<file path="config.mk">
export PLATFORM = sky130hd
export DESIGN_NAME = channel_swizzle_unorm_pack
export DESIGN_NICKNAME = d
export VERILOG_FILES = /design/src/rtl/cswz_pkg.sv /design/src/rtl/cswz_lane.sv /design/src/rtl/channel_swizzle_unorm_pack.sv
export VERILOG_INCLUDE_DIRS = /design/src /design/src/rtl
export SDC_FILE = /design/constraint.sdc
export NUM_CORES = 2
export LEC_CHECK = 0
export BUFFER_PORTS_ARGS = -buffer_cell sky130_fd_sc_hd__clkbuf_2
export CAP_MARGIN = 30
export CELL_PAD_IN_SITES_DETAIL_PLACEMENT = 0
export CELL_PAD_IN_SITES_GLOBAL_PLACEMENT = 2
export CORE_ASPECT_RATIO = 1.2
export CORE_UTILIZATION = 25
export DETAILED_ROUTE_END_ITERATION = 6
export PLACE_DENSITY = 0.63
export SYNTH_ARGS = -nofsm -noshare
export SYNTH_HDL_FRONTEND = slang
export SYNTH_SLANG_ARGS = --single-unit
</file>
<file path="constraint.sdc">
create_clock -name clk -period 7.55 [get_ports clk]
set_clock_uncertainty 0.2 [all_clocks]
set_input_delay 1.51 -clock clk [delete_from_list [all_inputs] [get_ports clk]]
set_output_delay 1.51 -clock clk [all_outputs]
set_load 0.1 [all_outputs]
</file>
<file path="src/rtl/channel_swizzle_unorm_pack_macros.svh">
// Assertion macros used by the top-level RTL file.
`ifndef CHANNEL_SWIZZLE_UNORM_PACK_MACROS_SVH
`define CHANNEL_SWIZZLE_UNORM_PACK_MACROS_SVH
`ifndef NO_ASSERTIONS
`define CSWZ_HOLDS(lbl, cond) lbl: assert property (@(posedge clk) disable iff (!rst_n) \
    (cond)) else $error("channel swizzle check failed");
`define CSWZ_NEXT(lbl, pre, post) lbl: assert property (@(posedge clk) disable iff (!rst_n) \
    (pre) |=> (post)) else $error("channel swizzle sequence check failed");
`else
`define CSWZ_HOLDS(lbl, cond)
`define CSWZ_NEXT(lbl, pre, post)
`endif
`endif

</file>
<file path="src/rtl/cswz_pkg.sv">
package cswz_pkg;

    localparam int MAX_CHANNELS = 8;
    localparam int IDX_W = 5;
    localparam int CNT_W = 4;
    localparam int CFG_ADDR_W = 3;
    localparam int CFG_DATA_W = 5;

    localparam logic [31:0] BITS_ZERO = 32'h0000_0000;
    localparam logic [31:0] BITS_ONE = 32'h3F80_0000;

    localparam logic [CFG_ADDR_W-1:0] REG_RED = 3'd0;
    localparam logic [CFG_ADDR_W-1:0] REG_GREEN = 3'd1;
    localparam logic [CFG_ADDR_W-1:0] REG_BLUE = 3'd2;
    localparam logic [CFG_ADDR_W-1:0] REG_ALPHA = 3'd3;
    localparam logic [CFG_ADDR_W-1:0] REG_COUNT = 3'd4;
    localparam logic [CFG_ADDR_W-1:0] REG_FLOAT = 3'd5;

    typedef struct packed {
        logic [31:0] chan_0;
        logic [31:0] chan_1;
        logic [31:0] chan_2;
        logic [31:0] chan_3;
        logic [31:0] chan_4;
        logic [31:0] chan_5;
        logic [31:0] chan_6;
        logic [31:0] chan_7;
        logic        pixel_last;
    } cswz_in_t;

    typedef struct packed {
        logic [31:0] out_red;
        logic [31:0] out_green;
        logic [31:0] out_blue;
        logic [31:0] out_alpha;
        logic        out_last;
    } cswz_out_t;

    typedef struct packed {
        logic en2;
        logic en3;
        logic en4;
    } cswz_en_t;

endpackage

</file>
<file path="src/rtl/cswz_lane.sv">
module cswz_lane
    import cswz_pkg::*;
(
    input  logic        clk,
    input  cswz_en_t    en,
    input  logic [31:0] word,
    input  logic        float_mode,
    output logic [31:0] result
);

    localparam logic [35:0] HALF_FX = 36'h000_4000_000;

    logic [31:0] raw2_reg, raw3_reg, raw4_reg;
    logic [31:0] prod2_reg;
    logic [3:0]  sh2_reg;
    logic        zero2_reg, zero3_reg;
    logic        sat2_reg, sat3_reg;
    logic [35:0] u3_reg;
    logic [7:0]  byte4_reg;

    logic [31:0] prod2_next;
    logic [3:0]  sh2_next;
    logic        zero2_next, sat2_next, nan_w;
    logic [35:0] u3_next;
    logic [7:0]  byte4_next;

    logic        up3;
    logic [32:0] pr3;
    logic [35:0] t3;

    logic [5:0]  lead4;
    logic [3:0]  idx4;
    logic [36:0] u37, mask4, half4, rem4, r4;
    logic        up4;
    logic [9:0]  int4;

    always_comb
    begin
        nan_w = (word[30:23] == 8'hFF) && (word[22:0] != 23'd0);
        zero2_next = word[31] || nan_w || (word[30:23] < 8'd117);
        sat2_next = !word[31] && !nan_w && (word[30:23] >= 8'd127);
        sh2_next = 4'(word[30:23] - 8'd117);
        prod2_next = 32'({1'b1, word[22:0]}) * 32'd255;
    end

    always_comb
    begin
        if (prod2_reg[31])
        begin
            up3 = prod2_reg[7] && (prod2_reg[8] || (|prod2_reg[6:0]));
            pr3 = {1'b0, prod2_reg[31:8], 8'd0} + (up3 ? 33'd256 : 33'd0);
        end
        else
        begin
            up3 = prod2_reg[6] && (prod2_reg[7] || (|prod2_reg[5:0]));
            pr3 = {1'b0, prod2_reg[31:7], 7'd0} + (up3 ? 33'd128 : 33'd0);
        end
        t3 = 36'(pr3[32:6]) << sh2_reg;
        u3_next = t3 + HALF_FX;
    end

    always_comb
    begin
        lead4 = 6'd26;
        for (int i = 26; i <= 34; i++)
        begin
            if (u3_reg[i])
            begin
                lead4 = 6'(i);
            end
        end
        idx4 = 4'(lead4 - 6'd23);
        u37 = {1'b0, u3_reg};
        mask4 = (37'd1 << idx4) - 37'd1;
        half4 = 37'd1 << (idx4 - 4'd1);
        rem4 = u37 & mask4;
        up4 = (rem4 > half4) || ((rem4 == half4) && u37[idx4]);
        r4 = (u37 & ~mask4) + (up4 ? (mask4 + 37'd1) : 37'd0);
        int4 = r4[36:27];
        if (zero3_reg)
        begin
            byte4_next = 8'd0;
        end
        else if (sat3_reg || (int4 >= 10'd255))
        begin
            byte4_next = 8'd255;
        end
        else
        begin
            byte4_next = int4[7:0];
        end
    end

    always_ff @(posedge clk)
    begin
        if (en.en2)
        begin
            raw2_reg <= word;
            prod2_reg <= prod2_next;
            sh2_reg <= sh2_next;
            zero2_reg <= zero2_next;
            sat2_reg <= sat2_next;
        end
        if (en.en3)
        begin
            raw3_reg <= raw2_reg;
            u3_reg <= u3_next;
            zero3_reg <= zero2_reg;
            sat3_reg <= sat2_reg;
        end
        if (en.en4)
        begin
            raw4_reg <= raw3_reg;
            byte4_reg <= byte4_next;
        end
    end

    assign result = float_mode ? raw4_reg : {24'd0, byte4_reg};

endmodule

</file>
<file path="src/rtl/channel_swizzle_unorm_pack.sv">
// Swizzles one pixel of up to eight fp32 channels into RGBA and, in byte mode, converts each
// word to an 8-bit unorm value. A pixel is taken every clock unless in_stall is high; each pixel
// passes through the register stages in order (channel select, multiply by 255, round and add one
// half, round and clamp), and any stage whose successor is free advances even while the
// output is stalled.
`include "channel_swizzle_unorm_pack_macros.svh"
module channel_swizzle_unorm_pack
    import cswz_pkg::*;
(
    input  logic                  clk,
    input  logic                  rst_n,
    input  logic                  in_valid,
    output logic                  in_stall,
    input  cswz_in_t              in_data,
    output logic                  out_valid,
    input  logic                  out_stall,
    output cswz_out_t             out_data,
    input  logic                  cfg_write_en,
    input  logic [CFG_ADDR_W-1:0] cfg_index,
    input  logic [CFG_DATA_W-1:0] cfg_data
);

    logic [IDX_W-1:0] red_idx_reg, green_idx_reg, blue_idx_reg, alpha_idx_reg;
    logic [CNT_W-1:0] count_reg;
    logic             float_reg;

    logic             v1_reg, v2_reg, v3_reg, v4_reg;
    logic             rdy1, rdy2, rdy3, rdy4;
    logic [31:0]      px1_reg [4];
    logic [31:0]      px1_next [4];
    logic [31:0]      px4 [4];
    logic             last1_reg, last2_reg, last3_reg, last4_reg;
    logic             fm1_reg, fm2_reg, fm3_reg, fm4_reg;
    logic [31:0]      chans [MAX_CHANNELS];
    cswz_en_t         lane_en;

    function automatic logic held(input logic [IDX_W-1:0] idx, input logic [CNT_W-1:0] cnt);
        held = !idx[IDX_W-1] && ({1'b0, idx[IDX_W-2:0]} < {1'b0, cnt})
               && (idx[IDX_W-2:0] < 4'(MAX_CHANNELS));
    endfunction

    always_comb
    begin
        chans[0] = in_data.chan_0;
        chans[1] = in_data.chan_1;
        chans[2] = in_data.chan_2;
        chans[3] = in_data.chan_3;
        chans[4] = in_data.chan_4;
        chans[5] = in_data.chan_5;
        chans[6] = in_data.chan_6;
        chans[7] = in_data.chan_7;
        px1_next[0] = held(red_idx_reg, count_reg) ? chans[red_idx_reg[2:0]] : BITS_ZERO;
        px1_next[1] = held(green_idx_reg, count_reg) ? chans[green_idx_reg[2:0]] : px1_next[0];
        px1_next[2] = held(blue_idx_reg, count_reg) ? chans[blue_idx_reg[2:0]] : px1_next[0];
        px1_next[3] = held(alpha_idx_reg, count_reg) ? chans[alpha_idx_reg[2:0]] : BITS_ONE;
    end

    always_ff @(posedge clk or negedge rst_n)
    begin
        if (!rst_n)
        begin
            red_idx_reg <= 5'd0;
            green_idx_reg <= 5'h1F;
            blue_idx_reg <= 5'h1F;
            alpha_idx_reg <= 5'h1F;
            count_reg <= 4'd1;
            float_reg <= 1'b1;
        end
        else if (cfg_write_en)
        begin
            unique case (cfg_index)
                REG_RED: red_idx_reg <= cfg_data;
                REG_GREEN: green_idx_reg <= cfg_data;
                REG_BLUE: blue_idx_reg <= cfg_data;
                REG_ALPHA: alpha_idx_reg <= cfg_data;
                REG_COUNT: count_reg <= cfg_data[CNT_W-1:0];
                REG_FLOAT: float_reg <= cfg_data[0];
                default: ;
            endcase
        end
    end

    assign rdy4 = !v4_reg || !out_stall;
    assign rdy3 = !v3_reg || rdy4;
    assign rdy2 = !v2_reg || rdy3;
    assign rdy1 = !v1_reg || rdy2;
    assign in_stall = !rdy1;
    assign lane_en = '{en2: rdy2, en3: rdy3, en4: rdy4};

    always_ff @(posedge clk or negedge rst_n)
    begin
        if (!rst_n)
        begin
            v1_reg <= 1'b0;
            v2_reg <= 1'b0;
            v3_reg <= 1'b0;
            v4_reg <= 1'b0;
        end
        else
        begin
            if (rdy1)
            begin
                v1_reg <= in_valid;
            end
            if (rdy2)
            begin
                v2_reg <= v1_reg;
            end
            if (rdy3)
            begin
                v3_reg <= v2_reg;
            end
            if (rdy4)
            begin
                v4_reg <= v3_reg;
            end
        end
    end

    always_ff @(posedge clk)
    begin
        if (rdy1)
        begin
            px1_reg <= px1_next;
            last1_reg <= in_data.pixel_last;
            fm1_reg <= float_reg;
        end
        if (rdy2)
        begin
            last2_reg <= last1_reg;
            fm2_reg <= fm1_reg;
        end
        if (rdy3)
        begin
            last3_reg <= last2_reg;
            fm3_reg <= fm2_reg;
        end
        if (rdy4)
        begin
            last4_reg <= last3_reg;
            fm4_reg <= fm3_reg;
        end
    end

    for (genvar g = 0; g < 4; g++)
    begin : g_lane
        cswz_lane u_lane (
            .clk        (clk),
            .en         (lane_en),
            .word       (px1_reg[g]),
            .float_mode (fm4_reg),
            .result     (px4[g])
        );
    end

    assign out_valid = v4_reg;
    assign out_data = '{out_red: px4[0], out_green: px4[1], out_blue: px4[2],
                        out_alpha: px4[3], out_last: last4_reg};

    `CSWZ_NEXT(a_in_taken, in_valid && !in_stall, v1_reg)
    `CSWZ_NEXT(a_no_drop, v3_reg && !rdy4, v3_reg && v4_reg)
    `CSWZ_HOLDS(a_bubble_free, !v1_reg |-> !in_stall)
    `CSWZ_HOLDS(a_byte_clear, (v4_reg && !fm4_reg) |-> (px4[0][31:8] == 24'd0))

endmodule

</file>
# [Yosys cells after proc, flatten, opt, wreduce, memory -nomap -nowiden]
# Index checks and enable logic that the tools add are counted.
# W data, S select, Z words.
[totals] out_inout_bits=131 regBits=885 wordCells=355 inputBits=270
[op_classes] bitwise_logic=16 n_shift=12 muxes=79 n_eq_ne=13 n_reduce_logical=97 n_lt_le_gt_ge=32 n_addsub=36 multipliers=4
[ops] cell="$mux W32" n=15
[ops] cell="$bmux W32 S3" n=4
[ops] cell="$and A36 B37 Y37" n=8
[ops] cell="$shl A1 B4 Y37 const A" n=8
[ops] cell="$add A32 B33 Y33" n=8
[ops] cell="$add A37 B1 Y37 const B" n=4
[ops] cell="$add A37 B37 Y37" n=4
[ops] cell="$eq A37 B37 Y1" n=4
[ops] cell="$gt A37 B37 Y1" n=4
[ops] cell="$mux W37" n=4
[ops] cell="$not A37 Y37" n=4
[ops] cell="$sub A37 B1 Y37 const B" n=4
[ops] cell="$add A36 B27 Y36 const B" n=4
[ops] cell="$shl A27 B4 Y36" n=4
[ops] cell="$mux W33" n=4
[ops] cell="$mul A24 B8 Y32 const B" n=4
[ops] cell="$reduce_bool A23 Y1" n=4
[ops] cell="$mux W8" n=8
[ops] cell="$mux W3" n=16
[ops] cell="$mux W4" n=12
[ops] cell="$ge A10 B8 Y1 const B" n=4
[ops] cell="$mux W9" n=4
[ops] cell="$eq A8 B8 Y1 const B" n=4
[ops] cell="$ge A8 B7 Y1 const B" n=4
[ops] cell="other kinds (20)" n=146

# [Depth between registers and ports, before layout]
[logic_depth] ltp_word=20 mapped_depth=40 ltp_nobuf=36

# [By module]
# A second synthesis with hierarchy kept.
[hier_totals] hier_cells=7544 hier_area_um2=79947.9
[modules_own_cells] mod="cswz_lane at g_lane[3].u_lane" seq_area_each_um2=5345.1 cells_each=1718 instances=1 area_each_um2=16565.9
[modules_own_cells] mod="cswz_lane at g_lane[1].u_lane" seq_area_each_um2=5345.1 cells_each=1682 instances=1 area_each_um2=16356.9
[modules_own_cells] mod="cswz_lane at g_lane[2].u_lane" seq_area_each_um2=5345.1 cells_each=1640 instances=1 area_each_um2=16319.4
[modules_own_cells] mod="cswz_lane at g_lane[0].u_lane" seq_area_each_um2=5345.1 cells_each=1612 instances=1 area_each_um2=16171.8
[modules_own_cells] mod="channel_swizzle_unorm_pack" seq_area_each_um2=4830.9 cells_each=892 instances=1 area_each_um2=14533.9

# [Worst setup path before layout]
# No wires, ideal clock.
[synth_timing] kind="input -> output" from="in out_stall" to="out in_stall" cell_stages=3 path_buffers=0 t_arrival_ps=6874 required_ps=5840 setup_slack_ps=-1034 cell_sequence="and3_1 nand3_1 inv_1"
[synth_via] elab_chain_len=6
[synth_lines] element="start: declaration" line="channel_swizzle_unorm_pack.sv:16" rtl="input logic out_stall,"
[synth_lines] element="$logic_not A1 Y1" line="channel_swizzle_unorm_pack.sv:83" rtl="assign rdy4 = !v4_reg || !out_stall;"
[synth_lines] element="$logic_or A1 B1 Y1" line="channel_swizzle_unorm_pack.sv:83"
[synth_lines] element="$logic_or A1 B1 Y1" line="channel_swizzle_unorm_pack.sv:84" rtl="assign rdy3 = !v3_reg || rdy4;"
[synth_lines] element="$logic_or A1 B1 Y1" line="channel_swizzle_unorm_pack.sv:85" rtl="assign rdy2 = !v2_reg || rdy3;"
[synth_lines] element="$logic_or A1 B1 Y1" line="channel_swizzle_unorm_pack.sv:86" rtl="assign rdy1 = !v1_reg || rdy2;"
[synth_lines] element="$logic_not A1 Y1" line="channel_swizzle_unorm_pack.sv:87" rtl="assign in_stall = !rdy1;"
[synth_lines] element="end: declaration" line="channel_swizzle_unorm_pack.sv:13" rtl="output logic in_stall,"
# Every way passes these cells.

# [Final worst setup path]
[layout_timing] from="reg g_lane[2].u_lane.u3_reg[32]" to="reg g_lane[2].u_lane.byte4_reg[1], data pin"
[layout_via] elab_chain_len=15 elab_cells_between_ends=23 classes_between="5 x add/sub; 2 x order compare; 1 x eq/ne; 2 x shift; 7 x mux; 3 x bitwise; 3 x reduce/logical"
[layout_lines] element="start: declaration" line="cswz_lane.sv:18" rtl="logic [35:0] u3_reg;"
[layout_lines] element="start signal: assignment" line="cswz_lane.sv:107" rtl="u3_reg <= u3_next;"
[layout_lines] element="parallel branches: the longest is 11 deep, another holds $sub A37 B1 Y37"
[layout_lines] element="$add A37 B37 Y37 (*)" line="cswz_lane.sv:78" rtl="r4 = (u37 & ~mask4) + (up4 ? (mask4 + 37'd1) : 37'd0);"
[layout_lines] element="$ge A10 B8 Y1" line="cswz_lane.sv:84" rtl="else if (sat3_reg || (int4 >= 10'd255))"
[layout_lines] element="$logic_or A1 B1 Y1" line="cswz_lane.sv:84"
[layout_lines] element="$mux W8 (*)" line="cswz_lane.sv:84"
[layout_lines] element="end signal: assignment" line="cswz_lane.sv:114" rtl="byte4_reg <= byte4_next;"
[layout_lines] element="end: declaration" line="cswz_lane.sv:19" rtl="logic [7:0] byte4_reg;"
# Mark *: on every way between the ends. The select of a mux whose other input is x is not followed.
# A chain may end at the register's enable or synchronous reset.

==> metrics.cfg <==
[floorplan]
initial_core_util=0.251
die_area_sq_um=311000
die_h_microns=611
io_pins=401
die_w_microns=509
core_sq_um=307000
rows=223

[drt]
vias=60200
firstDrtPassIters=5
wirelength_microns=283000
drc_errors=0
detail_route.wl_per_cell_microns=23.0
routed_via_density=4.91
final_antenna_net_count=0
drt_iter0_drc=4230

[global_route]
grt_max_degree=134
antenna_found_initial=14
grt.total_usage=0.179
grt_overflow_total=0
grt_pass1_vias=62300
grt_pass1_wl_microns=416000

[finish]
area_growth_syn_to_layout_pct=20.6
nets=9345
drive_above_1_share=0.228
largest_reg_flops=140
finish.utilization=0.303

[synth]
synth_most_common_cell=edfxtp_1
ys_seq_elements=877
ys.flop_type=edfxtp_1
yosys_warnings=0
synth_largest_type_area_fraction=0.330
synth.net_count=8528
async_flop_share=0.0331
synth-edff-count=848
netlist_top_cells_count=edfxtp_1 (848), inv_1 (675), nor2_1 (590), ha_1 (517), a21oi_1 (435)
syn_area_sq_um=77200
syn_area_per_cell_sq_um=10.6
synth_cells=7311
synth_area_leaders=edfxtp_1 (33%), fa_1 (11%), ha_1 (8.4%)
synth_top_cell_by_area=edfxtp_1
yosysUniqueCellTypes=99
seq_area_frac_synth=0.340

[setup_path]
cp_data_required_time_ns=7.79
critical_path_class=flip-flop to flip-flop
slowest_stage=edfxtp_1
critical-path-top-delay-family=compound AO/OA/AOI/OAI gates
r2r_slack_ns=0.26
crit_top_cell=buf_4
cp_max_fo=9
max_stage_delay_ns=0.49
crit_arrival_ns=7.53
endpoint_kind=flip-flop
start_kind=flip-flop
critPathBufInv=6

[clock_tree]
cts_num_sinks=877
path_clk_slew_ns=0.06
cts_max_level=3
clk_latency_ns=0.74
clockRootBuffer=clkbuf_16
cts_tree=yes
clockBufferDepth=3
cts_inserted_buffers=101

[status]
outcome=completed

[sta]
drv_slew=0
grt_setup_unrepaired=true
min_period_over_period=0.966
fmaxAchievable_mhz=137
finalCriticalPeriod_ns=7.29
finalSetupViolCount=0
holdWs_ns=0.190
tightest_slew_ns=1.31
hold_viol=0
maxSlewHeadroom=0.125

[flow_run]
cap_viol_max_count=0

[placement]
place_hpwl_microns=225000
gp_congestion=0.892
io_buffers=400

[min_path]
hold_path.class=flip-flop to flip-flop

## routing by layer
metal	wire length [microns]	vias to the layer above	GRT usage
li1	-	28300	-
met1	116000	30200	0.219
met2	142000	1420	0.318
met3	11300	326	0.0212
met4	13100	0	0.0714
met5	0	-	0
## cell usage in the layout, fill, tap and decap left out, types with 38 or more instances in the layout
cell type  netlist  layout
nand2b_1        54      53
and2_1         242     240
nand4_1         87      87
ha_1           517     488
a31oi_1         47      43
edfxtp_1       848     848
nor4_1          48      43
o21ai_0        284     257
a21oi_1        435     419
mux2_2          98      98
inv_1          675     670
a21o_1         124     121
or3_1           41      38
fa_1           430     430
mux4_2         271     271
nand2_1        399     384
clkbuf_2         0     400
nor3_1         201     179
nor2b_1        144     133
mux2i_1        229     226
xor2_1          79      79
nand3_1        173     168
a211oi_1        63      54
buf_4            2     615
nor2_1         590     574
xnor2_1        183     183
clkbuf_16        0     104
and3_1          70      66
o21a_1          55      55
## what timing repair did
item	CTS	global route
pin swaps	38	149
setup endpoints to repair	32	32
cloned	3	1
gates resized for setup	51	216
setup buffers	39	45
hold buffers	0	0
## cell families (layout without fill, tap and decap cells)
| family | after synthesis | in the layout | synth area share |
|---|---|---|---|
| AND/OR/NAND/NOR | 2180 | 2181 | 0.143 |
| buffers and inverters | 1019 | 1917 | 0.0501 |
| XOR/XNOR | 262 | 262 | 0.0297 |
| AO/OA/AOI/OAI | 1428 | 1428 | 0.119 |
| other | 0 | 8 | 0 |
| flip-flops | 877 | 877 | 0.340 |
| multiplexers | 598 | 598 | 0.123 |
| adder cells (fa/ha/maj) | 947 | 947 | 0.195 |
## cell type report
type / instances / area (sq um)
clock buffer: 114 / 2620
multi-input combinational: 5416 / 48500
timing repair buffer: 1053 / 7280
clock inverter: 71 / 788
fill: 31700 / 214000
sequential: 877 / 26300
inverter: 679 / 2550
tap: 4050 / 5070
antenna: 8 / 20.0
## worst reg2reg max path: cells and delay by family (launching register included)
family / cells / cell delay [ns]
adders and majority gates: 4 / 1.00
xor gates and xnor gates: 1 / 0.11
AOI/OAI and AO/OA: 16 / 2.95
and+or+nand+nor: 9 / 1.35
buffers and inverters: 6 / 0.92
DFF: 1 / 0.49
## worst paths after layout
path | from | to | depth (start not counted)
max | g_lane[2].u_lane.u3_reg[32]$_DFFE_PP_ | g_lane[2].u_lane.byte4_reg[1]$_SDFFCE_PP0P_ | 36
min | g_lane[0].u_lane.raw3_reg[21]$_DFFE_PP_ | g_lane[0].u_lane.raw4_reg[21]$_DFFE_PP_ | 0
max reg2reg | g_lane[2].u_lane.u3_reg[32]$_DFFE_PP_ | g_lane[2].u_lane.byte4_reg[1]$_SDFFCE_PP0P_ | 36
min reg2reg | g_lane[0].u_lane.raw3_reg[21]$_DFFE_PP_ | g_lane[0].u_lane.raw4_reg[21]$_DFFE_PP_ | 0
max in group asynchronous | rst_n | red_idx_reg[0]$_DFFE_PN0P_ | 1
min in group asynchronous | rst_n | red_idx_reg[2]$_DFFE_PN0P_ | 1
## per-stage QoR
step / area (sq um) / setup WS (ns) / TNS, ns / std cells
3_3_place_gp: 87600 / -0.310 / -5.92 / 12000
4_1_cts: 91600 / 0.000870 / 0 / 12200
5_1_grt: 93100 / -0.0786 / -0.972 / 12300
6_report: 93100 / 0.260 / 0 / 12300
2_1_floorplan: 77400 / 0.00777 / 0 / 7311
3_5_place_dp: 87600 / -0.415 / -9.83 / 12000
Power is not shown: default switching activity piles up to over one toggle a cycle in this logic, so the estimate is an artifact.
